[config.mk]
export PLATFORM = sky130hd
export DESIGN_NAME = rmsn_ctrl
export DESIGN_NICKNAME = d
export VERILOG_FILES = /design/src/hw/rtl/rmsn_pkg.sv /design/src/hw/rtl/rmsn_ctrl.sv
export SDC_FILE = /design/constraint.sdc
export NUM_CORES = 1
export LEC_CHECK = 0
export ABC_AREA = 1
export ABC_CLOCK_PERIOD_IN_PS = 1400
export BUFFER_PORTS_ARGS = -buffer_cell sky130_fd_sc_hd__buf_2
export CORE_AREA = 2 2 39 41
export DETAILED_ROUTE_END_ITERATION = 7
export DIE_AREA = 0 0 41 43
export GPL_TIMING_DRIVEN = 0
export PLACE_DENSITY = 0.61
export SYNTH_ARGS = -nofsm -noshare
export SYNTH_HDL_FRONTEND = slang
export SYNTH_SLANG_ARGS = --single-unit
[constraint.sdc]
create_clock -name i_clk -period 1.4 [get_ports i_clk]
set_input_delay 0.21 -clock i_clk [delete_from_list [all_inputs] [get_ports i_clk]]
set_output_delay 0.21 -clock i_clk [all_outputs]
set_load 0.1 [all_outputs]
[src/hw/rtl/rmsn_pkg.sv]
// Package with the shared constants, types and state encoding of the RMS normaliser.
`timescale 1ns / 1ps
package rmsn_pkg;

    localparam int MAX_HIDDEN   = 64;
    localparam int MAX_BRANCHES = 16;
    localparam int SAMPLE_BITS  = 16;
    localparam int TABLE_SIZE   = MAX_HIDDEN * MAX_BRANCHES;
    localparam int HID_W        = 7;
    localparam int HIDX_W       = $clog2(MAX_HIDDEN);
    localparam int NB_W         = 5;
    localparam int BR_W         = $clog2(MAX_BRANCHES);
    localparam int ADDR_W       = 10;
    localparam int CFG_IDX_W    = 2;
    localparam int CFG_W        = 32;
    localparam int SUM_W        = 37;
    localparam int MEAN_W       = 38;
    localparam int DIV_W        = 41;
    localparam int DVS_W        = 32;
    localparam int RECIP_W      = 29;
    localparam int SQ_W         = 64;
    localparam int EPS_W        = 32;

    localparam logic [CFG_IDX_W-1:0] REG_HIDDEN   = 2'd0;
    localparam logic [CFG_IDX_W-1:0] REG_BRANCHES = 2'd1;
    localparam logic [CFG_IDX_W-1:0] REG_EPSILON  = 2'd2;
    localparam logic [CFG_IDX_W-1:0] REG_MODE     = 2'd3;

    localparam logic [1:0] MODE_NONE   = 2'd0;
    localparam logic [1:0] MODE_SHARED = 2'd1;
    localparam logic [1:0] MODE_BRANCH = 2'd2;

    localparam logic CMD_SCALE  = 1'b0;
    localparam logic CMD_SAMPLE = 1'b1;

    localparam logic [HID_W-1:0] RST_HIDDEN   = 7'd64;
    localparam logic [NB_W-1:0]  RST_BRANCHES = 5'd1;
    localparam logic [EPS_W-1:0] RST_EPSILON  = 32'd168;

    localparam logic signed [SAMPLE_BITS-1:0] W_ONE = 16'sd4096;

    typedef enum logic [3:0] {
        S_ACC, S_MEAN_GO, S_MEAN, S_SQRT, S_RECIP,
        S_READ, S_MUL1, S_MUL2, S_ROUND, S_SEND
    } t_state;

    typedef struct packed {
        logic acc_sample;
        logic acc_scale;
        logic mean_start;
        logic sqrt_start;
        logic recip_start;
        logic load_r;
        logic read;
        logic mul1;
        logic mul2;
        logic round;
        logic next;
        logic finish;
    } t_dp_cmd;

    typedef struct packed {
        logic group_full;
        logic div_busy;
        logic sqrt_busy;
        logic last_item;
    } t_dp_stat;

endpackage

[src/hw/rtl/rmsn_ctrl.sv]
// Controller state machine sequencing accumulation, root, reciprocal and output.
`timescale 1ns / 1ps
module rmsn_ctrl (
    input  logic               i_clk,
    input  logic               i_rst_n,
    input  logic               i_in_valid,
    input  logic               i_in_cmd,
    output logic               o_in_ready,
    output logic               o_out_valid,
    input  logic               i_out_ready,
    input  rmsn_pkg::t_dp_stat i_stat,
    output rmsn_pkg::t_dp_cmd  o_cmd
);
    import rmsn_pkg::*;

    t_state r_state, n_state;

    always_ff @(posedge i_clk) begin
        if (!i_rst_n) begin
            r_state <= S_ACC;
        end else begin
            r_state <= n_state;
        end
    end

    always_comb begin
        n_state     = r_state;
        o_cmd       = '0;
        o_in_ready  = 1'b0;
        o_out_valid = 1'b0;
        unique case (r_state)
            S_ACC: begin
                o_in_ready = 1'b1;
                if (i_in_valid) begin
                    if (i_in_cmd == CMD_SCALE) begin
                        o_cmd.acc_scale = 1'b1;
                    end else begin
                        o_cmd.acc_sample = 1'b1;
                        if (i_stat.group_full) begin
                            n_state = S_MEAN_GO;
                        end
                    end
                end
            end
            S_MEAN_GO: begin
                o_cmd.mean_start = 1'b1;
                n_state = S_MEAN;
            end
            S_MEAN: begin
                if (!i_stat.div_busy) begin
                    o_cmd.sqrt_start = 1'b1;
                    n_state = S_SQRT;
                end
            end
            S_SQRT: begin
                if (!i_stat.sqrt_busy) begin
                    o_cmd.recip_start = 1'b1;
                    n_state = S_RECIP;
                end
            end
            S_RECIP: begin
                if (!i_stat.div_busy) begin
                    o_cmd.load_r = 1'b1;
                    n_state = S_READ;
                end
            end
            S_READ: begin
                o_cmd.read = 1'b1;
                n_state = S_MUL1;
            end
            S_MUL1: begin
                o_cmd.mul1 = 1'b1;
                n_state = S_MUL2;
            end
            S_MUL2: begin
                o_cmd.mul2 = 1'b1;
                n_state = S_ROUND;
            end
            S_ROUND: begin
                o_cmd.round = 1'b1;
                n_state = S_SEND;
            end
            S_SEND: begin
                o_out_valid = 1'b1;
                if (i_out_ready) begin
                    if (i_stat.last_item) begin
                        o_cmd.finish = 1'b1;
                        n_state = S_ACC;
                    end else begin
                        o_cmd.next = 1'b1;
                        n_state = S_READ;
                    end
                end
            end
            default: n_state = S_ACC;
        endcase
    end
endmodule

=== After elaboration in Yosys (flattened, before gate mapping) ===
Cells that the tools add are included.

* Output and inout port bits: 14
* Register bits after elaboration: 4

* Equality and inequality tests: 16
* Muxes and demuxes: 29
* Reductions and logical operators: 2

{| class="wikitable"
|+ Operators with widths
! cell !! count
|-
| 4-bit one-hot mux with 10 select lines || 1
|-
| 4-bit 2-to-1 mux || 7
|-
| 4-bit by 3-bit == test with 1-bit output, second input constant || 4
|-
| 1-bit 2-to-1 mux || 16
|-
| 2-bit inequality test, second input constant || 7
|-
| 4-bit by 2-bit == test with 1-bit output, second input constant || 2
|-
| 4-bit == test, second input constant || 2
|-
| 2-bit 2-to-1 mux || 4
|-
| 7-bit AND reduction || 1
|-
| 4-bit by 1-bit == test with 1-bit output, second input constant || 1
|-
| 4-bit zero test || 1
|-
| 3-bit 2-to-1 mux || 1
|}

=== Depth between registers and ports, before layout ===
* Depth in word-level cells: 4
* Depth in mapped cells: 9
* Mapped depth without buffers: 9

=== Least setup slack after synthesis ===
Ideal clock, no wire load.

* Path type: register to output
* Start point: reg r_state[3]
* End point: out o_cmd[10] in the netlist's numbering
* Stages on the path, launching flop included: 6
* Setup slack: -1.449 ns
* Arrival: 2.639 ns
* Path buffers: 0
* Path through: dfxtp_1 > nor2_2 > nand2_2 > inv_1 > nand2_1 > nor2_1

{| class="wikitable"
|+ RTL lines
! element !! RTL line !! source
|-
| from (decl) || rmsn_ctrl.sv:16 || <nowiki>t_state r_state, n_state;</nowiki>
|-
| from (signal assigned) || rmsn_ctrl.sv:22 || <nowiki>r_state <= n_state;</nowiki>
|-
| to (decl) || rmsn_ctrl.sv:12 || <nowiki>output rmsn_pkg::t_dp_cmd o_cmd</nowiki>
|}

==> flow_metrics.tcl <==
set metrics [dict create \
    status "finished with violations" \
    violations "setup timing" \
    critical_path_class "flip-flop to output port" \
    cts-hold-fix-buffers 0 \
    yosysSeqAreaShare_pct 19.7 \
    area_delta_synth_final_pct 149 \
    max_slew_margin_pct 81.7 \
    end_kind "output port" \
    switching_share_pct 57.0 \
    wire_per_inst_um 10.8 \
    p_int_mw 0.881 \
    hold_path_depth 3 \
    fin_worst_skew_ns 0.00484 \
    netlist_instances 76 \
    syn_avg_cell_area_um2 5.35 \
    overflow 0 \
    port_buffers 22 \
    p_comb_share_pct 81.4 \
    antenna_found_initial 0 \
    htree_num_levels 1 \
    powerDensity_nw_per_um2 2020 \
    vias 575 \
    clock_power_share_pct 7.0 \
    critPathLaunchType "flip-flop" \
    clock_path_buffers 2 \
    core_um2 1380 \
    vias_per_cell 4.53 \
    synthDominantCellAreaShare_pct 19.7 \
    grt_pass1_vias 542 \
    synth_area_leaders "dfxtp_1 20%, nand2_1 18%, nor2_1 16%" \
    grt_max_degree 7 \
    synth_top_cell_by_area "dfxtp_1" \
    switchingPower_mw 1.17 \
    worst_pin_slew_ns 0.277 \
    worst_slack_ns -0.0857 \
    max_freq_mhz 673 \
    initial_core_util_pct 29.4 \
    antenna_cells 0 \
    clock_sinks 4 \
    fp.dieW_um 41 \
    async_flop_share_pct 0 \
    synth-seq-cells 4 \
    synth_top_flop_cell "dfxtp_1" \
    fp.dieH_um 43 \
    power_mw 2.05 \
    crit_arrival_ns 1.28 \
    rsz0062_at_grt "true" \
    leakagePower_nw 0.453 \
    row_count 14 \
    grt_util_all_layers_pct 16.6 \
    synthMostInstantiatedCell "nand2_1" \
    drcViolationCount 0 \
    drive_above_1_share_pct 70.3 \
    drv_cap 0 \
    synth_warnings 0 \
    holdWs_ns 0.202 \
    stdcell_count 127 \
    hpwlAfterDp_um 898 \
    fin_crit_ns 1.49 \
    worstRegToRegCells 10 \
    vdd_drop_max_uv 1580 \
    top_register "r_state" \
    min_path_type "input port to flip-flop" \
    synth-edff-count 0 \
    dp_cells 114 \
    slew_viol_final 0 \
    final_nets 122 \
    insertion_delay_ns 0.24 \
    fin_crit_sh_pct 106 \
    wirelength_um 1370 \
    synth_area_um2 407 \
    synth_cell_types 13 \
    drt_iter0_drc 2 \
    hold_viol 0 \
    clkTransAtPathRegs_ns 0.04 \
    dr.pass1.iters 3 \
    grt_pass1_wl_um 2010 \
    globalplace.congestion 0.738 \
    largest_reg_flops 4 \
    ioPinCount 23 \
    cts_tree "yes" \
    clk_root_buffer_cell "clkbuf_4" \
    critPathMaxFanout 6 \
    seqPwrFrac_pct 11.6 \
    ant_nets 0 \
    synth_fp_nets 85 \
    crit_required_ns 1.19 \
    setup_viol 12 \
    ys_top_cells_by_count "19 x nand2_1, 17 x nor2_1, 11 x inv_1" \
    numCtsBuffers 3 \
    reg.largest.list "r_state x4" \
    dieArea_um2 1760 \
]
## area by class of cell
type,count,area (um^2)
flip-flops and latches,4,95.1
clock buffers,3,22.5
well taps,16,20.0
multi-input cells,59,420
inverters,13,56.3
fillers,103,370
repair buffers,32,399
## final timing paths
| path | startpoint | endpoint | slack, ns |
|---|---|---|---|
| hold / removal | i_rst_n | r_state[3] | 0.20 |
| setup reg to reg | r_state[2] | r_state[2] | 0.04 |
| setup / recovery | r_state[0] | o_cmd[10] | -0.09 |
| hold reg to reg | r_state[0] | r_state[0] | 0.56 |
## cell usage in the layout (no fill, tap or decap), drive strengths merged
master,count
a21oi,1
nor3,3
clkinv,1
nand4,1
buf,32
clkinvlp,2
nand2,25
nand3,5
clkbuf,3
nor2,24
dfxtp,4
inv,10
## logic make-up after synthesis
kind of cell | synth area share [%]
simple gates | 67.1
buf+inv | 12.0
flops | 19.7
compound gates | 1.23
## timing repair
| item | CTS | global route |
|---|---|---|
| gates resized for setup | 62 | 8 |
| setup endpoints to repair | 14 | 14 |
| cloned | 0 | 0 |
| pin swaps | 5 | 6 |
| setup buffers | 5 | 5 |
## critical path: stages, from the launching register on
cell and delay, ns:
dfxtp_4 0.36, nor2_4 0.17, nand2_4 0.09, clkinvlp_4 0.08, nand2_2 0.05, nor2_4 0.10, buf_12 0.18
## metrics by stage
stage / TNS (ns) / area [um^2] / setup slack, ns / util (%)
2_1_floorplan: -0.906 / 529 / -0.365 / -
3_3_place_gp: -0.615 / 659 / -0.124 / 47.6
3_5_place_dp: -0.642 / 659 / -0.116 / 47.6
4_1_cts: -0.498 / 936 / -0.0982 / 67.6
5_1_grt: -1.39 / 1010 / -0.150 / 73.2
6_report: -0.543 / 1010 / -0.0857 / 73.2
## power by group through the flow
stage / registers, mW / logic [mW] / clock network (mW)
floorplan: 0.216 / 1.06 / 0
global placement: 0.232 / 1.20 / 0
detailed placement: 0.230 / 1.21 / 0
CTS: 0.242 / 1.46 / 0.148
global route: 0.241 / 1.76 / 0.162
finish: 0.237 / 1.67 / 0.143
## metal layers
| layer | global-route usage, % | part of all wire (%) | up-vias | routed length (um) |
|---|---|---|---|---|
| met2 | 30.0 | 56 | 17 | 769 |
| li1 | - | - | 300 | - |
| met4 | 2.00 | 0 | 0 | 0 |
| met1 | 17.4 | 39 | 258 | 533 |
| met3 | 6.28 | 4.8 | 0 | 66 |
| met5 | 0 | 0 | - | 0 |
No activity file was read; power rests on OpenSTA's default activity.
